### src/rtl/ptt_pkg.sv
`timescale 1ns / 1ps
// ----------------------------------------------------------------------------
// Priority timed task table - shared package
// Command and status codes, transaction payloads and the control/status
// bundles passed between the controller and the datapath.
// ----------------------------------------------------------------------------
package ptt_pkg;

    localparam logic [31:0] ELAPSED_LIMIT = 32'd1000;

    typedef enum logic [1:0] {
        CMD_SCHEDULE = 2'd0,
        CMD_CANCEL   = 2'd1,
        CMD_TICK     = 2'd2,
        CMD_RESERVED = 2'd3
    } t_cmd;

    typedef enum logic [2:0] {
        ST_ACCEPTED  = 3'd0,
        ST_INVALID   = 3'd1,
        ST_DUPLICATE = 3'd2,
        ST_FULL      = 3'd3,
        ST_NOT_FOUND = 3'd4,
        ST_FIRED     = 3'd5,
        ST_NONE_DUE  = 3'd6
    } t_status;

    typedef struct packed {
        logic [1:0]  command;
        logic [31:0] task_id;
        logic [2:0]  priority_req;
        logic [31:0] due_time;
        logic [31:0] interval;
        logic        repeat_req;
        logic        has_handler;
        logic [31:0] tick_ms;
    } t_in_item;

    typedef struct packed {
        logic [2:0]  status;
        logic [31:0] fired_task_id;
        logic [31:0] now_time;
        logic        last;
    } t_out_item;

    // controller -> datapath
    typedef struct packed {
        logic capture;
        logic idx_clr;
        logic idx_inc;
        logic prio_inc;
        logic eval;
        logic commit;
        logic fire;
        logic emit_res;
        logic emit_pend_last;
        logic emit_none;
    } t_ctrl_cmd;

    // datapath -> controller
    typedef struct packed {
        t_cmd cmd;
        logic sched_bad;
        logic idx_last;
        logic prio_last;
        logic due_hit;
        logic pend_valid;
        logic out_free;
    } t_dp_stat;

endpackage

### src/rtl/ptt_if.sv
`timescale 1ns / 1ps
// ----------------------------------------------------------------------------
// Priority timed task table - channel interfaces
// Valid/ready channels for command transactions and result transactions.
// ----------------------------------------------------------------------------
interface ptt_in_if;
    logic        valid;
    logic        ready;
    logic [1:0]  command;
    logic [31:0] task_id;
    logic [2:0]  priority_req;
    logic [31:0] due_time;
    logic [31:0] interval;
    logic        repeat_req;
    logic        has_handler;
    logic [31:0] tick_ms;

    modport source (output valid, command, task_id, priority_req, due_time, interval,
                    repeat_req, has_handler, tick_ms, input ready);
    modport sink   (input valid, command, task_id, priority_req, due_time, interval,
                    repeat_req, has_handler, tick_ms, output ready);
endinterface

interface ptt_out_if;
    logic        valid;
    logic        ready;
    logic [2:0]  status;
    logic [31:0] fired_task_id;
    logic [31:0] now_time;
    logic        last;

    modport source (output valid, status, fired_task_id, now_time, last, input ready);
    modport sink   (input valid, status, fired_task_id, now_time, last, output ready);
endinterface

### src/rtl/ptt_dp.sv
`timescale 1ns / 1ps
// ----------------------------------------------------------------------------
// Priority timed task table - datapath
// Slot memory, valid bits, millisecond clock, scan counters, pending fire
// and result register.
// ----------------------------------------------------------------------------
module ptt_dp #(
    parameter int TASK_SLOTS      = 16,
    parameter int PRIORITY_LEVELS = 4
) (
    input  logic               i_clk,
    input  logic               i_rst_n,
    input  ptt_pkg::t_in_item  i_item,
    input  ptt_pkg::t_ctrl_cmd i_cmd,
    output ptt_pkg::t_dp_stat  o_stat,
    input  logic               i_out_ready,
    output logic               o_out_valid,
    output ptt_pkg::t_out_item o_out
);
    import ptt_pkg::*;

    localparam int IW = (TASK_SLOTS > 1) ? $clog2(TASK_SLOTS) : 1;
    localparam int PW = (PRIORITY_LEVELS > 1) ? $clog2(PRIORITY_LEVELS) : 1;

    typedef struct packed {
        logic [31:0]   id;
        logic [PW-1:0] prio;
        logic [31:0]   due;
        logic [31:0]   ivl;
        logic          rep;
    } t_slot;

    t_slot                 r_mem [TASK_SLOTS];
    t_slot                 r_rd;
    logic [TASK_SLOTS-1:0] r_valid;
    logic [31:0]           r_clock;
    t_cmd                  r_cmd;
    logic [31:0]           r_id;
    logic [PW-1:0]         r_prio;
    logic [31:0]           r_due;
    logic [31:0]           r_ivl;
    logic                  r_rep;
    logic                  r_bad;
    logic [IW-1:0]         r_idx;
    logic [PW-1:0]         r_pcnt;
    logic                  r_dup;
    logic                  r_free_found;
    logic [IW-1:0]         r_free_idx;
    t_status               r_res;
    logic                  r_pend_valid;
    logic [31:0]           r_pend_id;
    logic                  r_out_valid;
    t_out_item             r_out;

    logic        in_bad;
    logic [31:0] el_clamped;
    logic [31:0] due_diff;
    logic        id_hit;
    logic        due_hit;
    logic        out_free;
    logic        rearm;
    logic        commit_ok;
    logic        mem_we;
    logic [IW-1:0] mem_waddr;
    t_slot       mem_wdata;
    logic        out_load;
    t_out_item   n_out;

    always_comb begin
        in_bad = (i_item.task_id == 32'd0) || !i_item.has_handler ||
                 ({29'd0, i_item.priority_req} >= 32'(PRIORITY_LEVELS));
        el_clamped = (i_item.tick_ms > ELAPSED_LIMIT) ? ELAPSED_LIMIT : i_item.tick_ms;
        due_diff   = r_clock - r_rd.due;
        id_hit     = r_valid[r_idx] && (r_rd.id == r_id);
        due_hit    = r_valid[r_idx] && (r_rd.prio == r_pcnt) && !due_diff[31];
        out_free   = !r_out_valid || i_out_ready;
        rearm      = r_rd.rep && (r_rd.ivl != 32'd0);
        commit_ok  = i_cmd.commit && !r_bad && !r_dup && r_free_found;
        mem_we     = commit_ok || (i_cmd.fire && rearm);
        if (i_cmd.commit) begin
            mem_waddr = r_free_idx;
            mem_wdata = '{id: r_id, prio: r_prio, due: r_due, ivl: r_ivl, rep: r_rep};
        end else begin
            mem_waddr = r_idx;
            mem_wdata = r_rd;
            mem_wdata.due = r_rd.due + r_rd.ivl;
        end
    end

    always_comb begin
        o_stat.cmd        = r_cmd;
        o_stat.sched_bad  = r_bad;
        o_stat.idx_last   = (r_idx == IW'(TASK_SLOTS - 1));
        o_stat.prio_last  = (r_pcnt == PW'(PRIORITY_LEVELS - 1));
        o_stat.due_hit    = due_hit;
        o_stat.pend_valid = r_pend_valid;
        o_stat.out_free   = out_free;
    end

    // slot memory: one write port, registered read at the scan index
    always_ff @(posedge i_clk) begin
        if (mem_we) begin
            r_mem[mem_waddr] <= mem_wdata;
        end
        r_rd <= r_mem[r_idx];
    end

    always_ff @(posedge i_clk) begin
        if (!i_rst_n) begin
            r_valid <= '0;
        end else if (commit_ok) begin
            r_valid[r_free_idx] <= 1'b1;
        end else if (i_cmd.eval && r_cmd == CMD_CANCEL && id_hit) begin
            r_valid[r_idx] <= 1'b0;
        end else if (i_cmd.fire && !rearm) begin
            r_valid[r_idx] <= 1'b0;
        end
    end

    always_ff @(posedge i_clk) begin
        if (!i_rst_n) begin
            r_clock <= '0;
        end else if (i_cmd.capture && t_cmd'(i_item.command) == CMD_TICK) begin
            r_clock <= r_clock + el_clamped;
        end
    end

    // captured command fields and scan bookkeeping
    always_ff @(posedge i_clk) begin
        if (!i_rst_n) begin
            r_cmd        <= CMD_RESERVED;
            r_idx        <= '0;
            r_pcnt       <= '0;
            r_pend_valid <= 1'b0;
        end else begin
            if (i_cmd.capture) begin
                r_cmd  <= t_cmd'(i_item.command);
                r_id   <= (t_cmd'(i_item.command) == CMD_RESERVED) ? 32'd0 : i_item.task_id;
                r_prio <= i_item.priority_req[PW-1:0];
                r_due  <= i_item.due_time;
                r_ivl  <= i_item.interval;
                r_rep  <= i_item.repeat_req;
                r_bad  <= in_bad;
                r_dup        <= 1'b0;
                r_free_found <= 1'b0;
                r_pcnt       <= '0;
                unique case (t_cmd'(i_item.command))
                    CMD_SCHEDULE: begin
                        if (in_bad) begin
                            r_res <= ST_INVALID;
                        end else begin
                            r_res <= ST_FULL;
                        end
                    end
                    CMD_CANCEL:   r_res <= ST_NOT_FOUND;
                    CMD_TICK:     r_res <= ST_NONE_DUE;
                    default:      r_res <= ST_INVALID;
                endcase
            end
            if (i_cmd.idx_clr) begin
                r_idx <= '0;
            end else if (i_cmd.idx_inc) begin
                r_idx <= r_idx + 1'b1;
            end
            if (i_cmd.prio_inc) begin
                r_pcnt <= r_pcnt + 1'b1;
            end
            if (i_cmd.eval && r_cmd == CMD_SCHEDULE && !r_bad) begin
                if (id_hit) begin
                    r_dup <= 1'b1;
                    r_res <= ST_DUPLICATE;
                end
                if (!r_valid[r_idx] && !r_free_found) begin
                    r_free_found <= 1'b1;
                    r_free_idx   <= r_idx;
                end
            end
            if (i_cmd.eval && r_cmd == CMD_CANCEL && id_hit) begin
                r_res <= ST_ACCEPTED;
            end
            if (commit_ok) begin
                r_res <= ST_ACCEPTED;
            end
            if (i_cmd.fire) begin
                r_pend_valid <= 1'b1;
                r_pend_id    <= r_rd.id;
            end else if (i_cmd.emit_pend_last) begin
                r_pend_valid <= 1'b0;
            end
        end
    end

    // result register
    always_comb begin
        out_load = (i_cmd.fire && r_pend_valid) || i_cmd.emit_res ||
                   i_cmd.emit_pend_last || i_cmd.emit_none;
        n_out.now_time = r_clock;
        if (i_cmd.emit_res) begin
            n_out.status        = r_res;
            n_out.fired_task_id = r_id;
            n_out.last          = 1'b1;
        end else if (i_cmd.emit_none) begin
            n_out.status        = ST_NONE_DUE;
            n_out.fired_task_id = 32'd0;
            n_out.last          = 1'b1;
        end else begin
            n_out.status        = ST_FIRED;
            n_out.fired_task_id = r_pend_id;
            n_out.last          = i_cmd.emit_pend_last;
        end
    end

    always_ff @(posedge i_clk) begin
        if (!i_rst_n) begin
            r_out_valid <= 1'b0;
        end else if (out_load) begin
            r_out_valid <= 1'b1;
        end else if (i_out_ready) begin
            r_out_valid <= 1'b0;
        end
    end

    always_ff @(posedge i_clk) begin
        if (out_load) begin
            r_out <= n_out;
        end
    end

    assign o_out_valid = r_out_valid;
    assign o_out       = r_out;

    a_load_when_free: assert property (@(posedge i_clk) disable iff (!i_rst_n)
        out_load |-> out_free)
        else $error("result register overwritten before transaction");

    a_clock_hold: assert property (@(posedge i_clk) disable iff (!i_rst_n)
        !(i_cmd.capture && t_cmd'(i_item.command) == CMD_TICK) |=> $stable(r_clock))
        else $error("clock moved without a tick");

    a_fired_id: assert property (@(posedge i_clk) disable iff (!i_rst_n)
        (r_out_valid && r_out.status == ST_FIRED) |-> (r_out.fired_task_id != 32'd0))
        else $error("fired task with zero id");

endmodule

### src/rtl/ptt_ctrl.sv
`timescale 1ns / 1ps
// ----------------------------------------------------------------------------
// Priority timed task table - controller
// Sequences the slot scan for schedule, cancel and tick transactions.
// ----------------------------------------------------------------------------
module ptt_ctrl (
    input  logic               i_clk,
    input  logic               i_rst_n,
    input  logic               i_in_valid,
    output logic               o_in_ready,
    input  ptt_pkg::t_dp_stat  i_stat,
    output ptt_pkg::t_ctrl_cmd o_cmd
);
    import ptt_pkg::*;

    typedef enum logic [5:0] {
        S_IDLE   = 6'b000001,
        S_READ   = 6'b000010,
        S_EVAL   = 6'b000100,
        S_COMMIT = 6'b001000,
        S_FINISH = 6'b010000,
        S_TFIN   = 6'b100000
    } t_state;

    t_state r_state;
    t_state n_state;

    always_comb begin
        n_state    = r_state;
        o_cmd      = '0;
        o_in_ready = 1'b0;
        unique case (r_state)
            S_IDLE: begin
                o_in_ready = 1'b1;
                if (i_in_valid) begin
                    o_cmd.capture = 1'b1;
                    o_cmd.idx_clr = 1'b1;
                    n_state       = S_READ;
                end
            end
            S_READ: begin
                if (i_stat.cmd == CMD_RESERVED ||
                    (i_stat.cmd == CMD_SCHEDULE && i_stat.sched_bad)) begin
                    n_state = S_FINISH;
                end else begin
                    n_state = S_EVAL;
                end
            end
            S_EVAL: begin
                case (i_stat.cmd) inside
                    CMD_SCHEDULE, CMD_CANCEL: begin
                        o_cmd.eval = 1'b1;
                        if (i_stat.idx_last) begin
                            n_state = (i_stat.cmd == CMD_SCHEDULE) ? S_COMMIT : S_FINISH;
                        end else begin
                            o_cmd.idx_inc = 1'b1;
                            n_state       = S_READ;
                        end
                    end
                    CMD_TICK: begin
                        // hold while the previous fire cannot be pushed out
                        if (!(i_stat.due_hit && i_stat.pend_valid && !i_stat.out_free)) begin
                            o_cmd.fire = i_stat.due_hit;
                            n_state    = S_READ;
                            if (!i_stat.idx_last) begin
                                o_cmd.idx_inc = 1'b1;
                            end else if (i_stat.prio_last) begin
                                n_state = S_TFIN;
                            end else begin
                                o_cmd.prio_inc = 1'b1;
                                o_cmd.idx_clr  = 1'b1;
                            end
                        end
                    end
                    default: n_state = S_FINISH;
                endcase
            end
            S_COMMIT: begin
                o_cmd.commit = 1'b1;
                n_state      = S_FINISH;
            end
            S_FINISH: begin
                if (i_stat.out_free) begin
                    o_cmd.emit_res = 1'b1;
                    n_state        = S_IDLE;
                end
            end
            S_TFIN: begin
                if (i_stat.out_free) begin
                    o_cmd.emit_pend_last = i_stat.pend_valid;
                    o_cmd.emit_none      = !i_stat.pend_valid;
                    n_state              = S_IDLE;
                end
            end
            default: n_state = S_IDLE;
        endcase
    end

    always_ff @(posedge i_clk) begin
        if (!i_rst_n) begin
            r_state <= S_IDLE;
        end else begin
            r_state <= n_state;
        end
    end

endmodule

### src/rtl/priority_timed_task_table.sv
`timescale 1ns / 1ps
// Cancel scans every slot, schedule scans every slot then enters the commit state, a rejected
// schedule or unused command skips the scan, and tick scans every slot once per priority level;
// each slot visit is a memory read state then an evaluate state.
// One transaction at a time: the next is accepted in the cycle after the final result
// is loaded; a full output holds the scan at a second fire and holds the final result.
// Reset: valid bits and clock cleared at once; slot memory is not cleared.
// ----------------------------------------------------------------------------
// Priority timed task table - top level
// Timed task table with priority-ordered firing on each tick.
// ----------------------------------------------------------------------------
module priority_timed_task_table #(
    parameter int TASK_SLOTS      = 16,
    parameter int PRIORITY_LEVELS = 4
) (
    input  logic      i_clk,
    input  logic      i_rst_n,
    ptt_in_if.sink    i_in,
    ptt_out_if.source o_out
);
    import ptt_pkg::*;

    t_in_item  item;
    t_ctrl_cmd cmd;
    t_dp_stat  stat;
    t_out_item res;
    logic      in_ready;
    logic      res_valid;

    always_comb begin
        item.command      = i_in.command;
        item.task_id      = i_in.task_id;
        item.priority_req = i_in.priority_req;
        item.due_time     = i_in.due_time;
        item.interval     = i_in.interval;
        item.repeat_req   = i_in.repeat_req;
        item.has_handler  = i_in.has_handler;
        item.tick_ms      = i_in.tick_ms;
    end

    ptt_ctrl u_ctrl (
        .i_clk      (i_clk),
        .i_rst_n    (i_rst_n),
        .i_in_valid (i_in.valid),
        .o_in_ready (in_ready),
        .i_stat     (stat),
        .o_cmd      (cmd)
    );

    ptt_dp #(
        .TASK_SLOTS      (TASK_SLOTS),
        .PRIORITY_LEVELS (PRIORITY_LEVELS)
    ) u_dp (
        .i_clk       (i_clk),
        .i_rst_n     (i_rst_n),
        .i_item      (item),
        .i_cmd       (cmd),
        .o_stat      (stat),
        .i_out_ready (o_out.ready),
        .o_out_valid (res_valid),
        .o_out       (res)
    );

    assign i_in.ready          = in_ready;
    assign o_out.valid         = res_valid;
    assign o_out.status        = res.status;
    assign o_out.fired_task_id = res.fired_task_id;
    assign o_out.now_time      = res.now_time;
    assign o_out.last          = res.last;

endmodule
### src/flat_wrapper.sv
// flat-port wrapper written by rule: the top's interface ports become plain ports
module priority_timed_task_table_flat import ptt_pkg::*;
#(
    parameter int TASK_SLOTS      = 16,
    parameter int PRIORITY_LEVELS = 4
)
  (i_clk, i_rst_n, i_in_valid, i_in_command, i_in_task_id, i_in_priority_req, i_in_due_time, i_in_interval, i_in_repeat_req, i_in_has_handler, i_in_tick_ms, i_in_ready, o_out_valid, o_out_status, o_out_fired_task_id, o_out_now_time, o_out_last, o_out_ready);
  ptt_in_if i_in_i ();
  ptt_out_if o_out_i ();
  input  logic i_clk;
  input  logic i_rst_n;
  input wire logic [$bits(i_in_i.valid)-1:0] i_in_valid;
  input wire logic [$bits(i_in_i.command)-1:0] i_in_command;
  input wire logic [$bits(i_in_i.task_id)-1:0] i_in_task_id;
  input wire logic [$bits(i_in_i.priority_req)-1:0] i_in_priority_req;
  input wire logic [$bits(i_in_i.due_time)-1:0] i_in_due_time;
  input wire logic [$bits(i_in_i.interval)-1:0] i_in_interval;
  input wire logic [$bits(i_in_i.repeat_req)-1:0] i_in_repeat_req;
  input wire logic [$bits(i_in_i.has_handler)-1:0] i_in_has_handler;
  input wire logic [$bits(i_in_i.tick_ms)-1:0] i_in_tick_ms;
  output wire logic [$bits(i_in_i.ready)-1:0] i_in_ready;
  output wire logic [$bits(o_out_i.valid)-1:0] o_out_valid;
  output wire logic [$bits(o_out_i.status)-1:0] o_out_status;
  output wire logic [$bits(o_out_i.fired_task_id)-1:0] o_out_fired_task_id;
  output wire logic [$bits(o_out_i.now_time)-1:0] o_out_now_time;
  output wire logic [$bits(o_out_i.last)-1:0] o_out_last;
  input wire logic [$bits(o_out_i.ready)-1:0] o_out_ready;
  assign i_in_i.valid = i_in_valid;
  assign i_in_i.command = i_in_command;
  assign i_in_i.task_id = i_in_task_id;
  assign i_in_i.priority_req = i_in_priority_req;
  assign i_in_i.due_time = i_in_due_time;
  assign i_in_i.interval = i_in_interval;
  assign i_in_i.repeat_req = i_in_repeat_req;
  assign i_in_i.has_handler = i_in_has_handler;
  assign i_in_i.tick_ms = i_in_tick_ms;
  assign i_in_ready = i_in_i.ready;
  assign o_out_valid = o_out_i.valid;
  assign o_out_status = o_out_i.status;
  assign o_out_fired_task_id = o_out_i.fired_task_id;
  assign o_out_now_time = o_out_i.now_time;
  assign o_out_last = o_out_i.last;
  assign o_out_i.ready = o_out_ready;
  priority_timed_task_table #(.TASK_SLOTS(TASK_SLOTS), .PRIORITY_LEVELS(PRIORITY_LEVELS)) u_core (.i_clk(i_clk), .i_rst_n(i_rst_n), .i_in(i_in_i), .o_out(o_out_i));
endmodule
### config.mk
export PLATFORM = sky130hd
export DESIGN_NAME = priority_timed_task_table_flat
export DESIGN_NICKNAME = d
export VERILOG_FILES = /design/src/rtl/ptt_pkg.sv /design/src/rtl/ptt_if.sv /design/src/rtl/ptt_dp.sv /design/src/rtl/ptt_ctrl.sv /design/src/rtl/priority_timed_task_table.sv /design/src/flat_wrapper.sv
export SDC_FILE = /design/constraint.sdc
export NUM_CORES = 2
export LEC_CHECK = 0
export ABC_AREA = 1
export BUFFER_PORTS_ARGS = -buffer_cell sky130_fd_sc_hd__buf_2
export CORE_MARGIN = 10
export CORE_UTILIZATION = 40
export CTS_BUF_LIST = sky130_fd_sc_hd__clkbuf_4 sky130_fd_sc_hd__clkbuf_8
export CTS_CLUSTER_DIAMETER = 50
export DETAILED_ROUTE_END_ITERATION = 10
export HOLD_SLACK_MARGIN = 0.05
export PLACE_DENSITY = 0.57
export SYNTH_ARGS = -nofsm -noshare
export SYNTH_HDL_FRONTEND = slang
export SYNTH_HIERARCHICAL = 1
export SYNTH_SLANG_ARGS = --single-unit
### constraint.sdc
create_clock -name i_clk -period 16 [get_ports i_clk]
set_input_delay 1.6 -clock i_clk [delete_from_list [all_inputs] [get_ports i_clk]]
set_output_delay 1.6 -clock i_clk [all_outputs]
set_load 0.01 [all_outputs]
==> results_dict.tcl <==
set metrics [dict create \
    status "finished, final reports clean" \
    synth_cell_types 45 \
    dpl_cell_area_um2 83600 \
    cts_made_buffers 344 \
    cap_violations 0 \
    period_share_pct 41.5 \
    cp.required_ps 16620 \
    path_class "reg2reg" \
    gp_congestion 0.875 \
    drt-initial-drc-count 5500 \
    setup_ws_ps 9360 \
    drive_gt1_share_pct 12.8 \
    post-place-cells 9400 \
    synthCells 6793 \
    avgSynthCellArea_um2 11.7 \
    seq_area_frac_synth_pct 71.7 \
    finalSetupViolCount 0 \
    cts_resized 0 \
    yosysTopAreaCellShare_pct 67.6 \
    finalWirelength_um 238000 \
    htree_num_levels 5 \
    max_freq_mhz 151 \
    min_period_ps 6640 \
    io_pins 209 \
    synth_edf_count 1793 \
    clock-sinks 1956 \
    dp_slack_ps 9320 \
    drv_slew 0 \
    via_per_inst 5.43 \
    end_kind "flop" \
    hold_viol 0 \
    antenna_found_initial 8 \
    die_height_um 466 \
    grt_first_pass_wirelength_um 350000 \
    tritoncts "done" \
    leakagePower_uw 0.0322 \
    grt_max_degree 215 \
    ys_ff_latch 1956 \
    grt_pass1_vias 52800 \
    yosysWarnings 6 \
    drc_errors 0 \
    async_flop_share_pct 0 \
    ctsHoldBuffers 0 \
    cp-start-kind "flop" \
    yosys-top-cells-count "1793 x edfxtp_1, 1097 x nor2_1, 1070 x nand2_1" \
    die_area_um2 217000 \
    peakVddDrop_uv 85.9 \
    clock_latency_ps 1040 \
    fin_nets 7347 \
    rsz0062_at_grt "no" \
    first_pass_iters 7 \
    clock_skew_ps 57.5 \
    area_growth_pct 13.5 \
    route.vias.total 54400 \
    path_clk_slew_ps 50 \
    io_buffers 208 \
    finalPower_uw 10400 \
    drtAntennaViolNets 0 \
    max_slew_margin_pct 12.2 \
    grt_usage_pct 21.2 \
    die_w_um 466 \
    initial_core_util_pct 40.3 \
    worstPathMaxFanout 109 \
    synth_area_leaders "edfxtp_1 68%, o21ai_0 6.1%, nor2_1 5.2%" \
    synthFlopType "edfxtp_1" \
    worstMarginPinSlew_ps 1320 \
    cp_data_arrival_time_ps 7260 \
    fin_area_um2 90400 \
    core_um2 198000 \
    yosysMostFrequentCell "edfxtp_1" \
    instances_no_fill 10000 \
    cts.path.max_buffers 4 \
    cts-root-buf "clkbuf_8" \
    std_cell_rows 163 \
    postCtsSetupBuffers 0 \
    wire_per_inst_um 23.8 \
    setup-tns-final_ps 0 \
    syn_area_um2 79600 \
    hold_class "reg2reg" \
    synth_top_area_cell "edfxtp_1" \
    grt_overflow 0 \
    post-dp-hpwl_um 143000 \
    p_per_area_nw_per_um2 115 \
]
## stage by stage
stage / hold slack (ps) / utilization (%)
3_3_place_gp: 434 / 42.3
5_1_grt: 465 / 45.7
2_1_floorplan: 430 / -
3_5_place_dp: 440 / 42.3
6_report: 451 / 45.7
4_1_cts: 451 / 45.7
## where the power goes
part           switching [µW]  internal, µW
sequential               35.4          5550
combinational             158          72.6
clock                    2010          2550
total                    2200          8180
## final timing paths
path                               endpoint  cells past startpoint                 start  slack, ps
setup / recovery   u_core/u_dp/r_mem[15][8]                     19  u_core/u_dp/r_idx[1]       9360
setup reg to reg   u_core/u_dp/r_mem[15][8]                     19  u_core/u_dp/r_idx[1]       9360
hold / removal    u_core/u_dp/r_pend_id[14]                      0  u_core/u_dp/r_rd[81]        450
hold reg to reg   u_core/u_dp/r_pend_id[14]                      0  u_core/u_dp/r_rd[81]        450
## layer usage
layer  track usage, %  wire length [µm]  vias to the layer above
li1                 -                 -                    25000
met1             27.3             96700                    26800
met2             35.6            116000                     2147
met3             3.71             16400                      449
met4             8.02              8900                        2
met5                0                12                        -
## registers in the layout (all words and copies together) (netlist names), 2 cells and up
register                cells
u_core/u_dp/r_prio          2
u_core/u_dp/o_out          68
u_core/u_dp/r_pend_id      32
u_core/u_dp/r_ivl          32
u_core/u_dp/r_rd           99
u_core/u_dp/r_mem        1584
u_core/u_dp/r_res           3
u_core/u_dp/r_free_idx      4
u_core/u_dp/r_pcnt          2
u_core/u_dp/r_idx           4
u_core/u_dp/r_valid        16
u_core/u_dp/r_due          32
u_core/u_dp/r_cmd           2
u_core/u_ctrl/r_state       6
u_core/u_dp/r_clock        32
u_core/u_dp/r_id           32
## critical path: stages (launching register included)
cell and delay [ps]:
dfxtp_4 600, inv_8 580, buf_4 720, o21ai_1 140
o21ai_1 170, nand2_1 70, nand2_1 90, inv_2 50
nand2_2 100, nand3_1 80, a21oi_1 220, nand2_1 90
nor2_1 280, inv_1 70, o21ai_0 180, inv_1 60
buf_4 270, nor2_4 860, buf_4 640, buf_4 760
## layout by cell type (no fill, tap or decap), drive strengths merged, types with 14 or more instances in the layout
cell and instances:
edfxtp 1793, nor2 1100, nand2 1073, o21ai 985, clkbuf 506, o22ai 397, inv 318, buf 311
dfxtp 163, a21oi 128, nand3 126, nand4 121, ha 100, clkinv 76, nor3 27, conb 21
xor2 18, or2 16, diode 14, nor4 14
## layout make-up
cell class / count / area (µm²)
Timing Repair Buffer: 311 / 1880
Tap cell: 2640 / 3300
Clock inverter: 93 / 619
Antenna cell: 14 / 35.0
Multi-Input combinational cell: 4177 / 20100
Fill cell: 18100 / 107000
Sequential cell: 1956 / 57100
Clock buffer: 506 / 6110
Inverter: 316 / 1220
## cell families after synthesis
| logic type | count (synthesis) | share of synthesized area (%) |
|---|---|---|
| simple gates | 2487 | 12.6 |
| xor+xnor | 24 | 0.264 |
| compound gates | 1543 | 10.5 |
| fa+ha+maj | 102 | 1.62 |
| flops | 1956 | 71.7 |
| buf+inv | 680 | 3.37 |
| other cells | 1 | 0.00471 |
(Power assumes the default switching activity.)
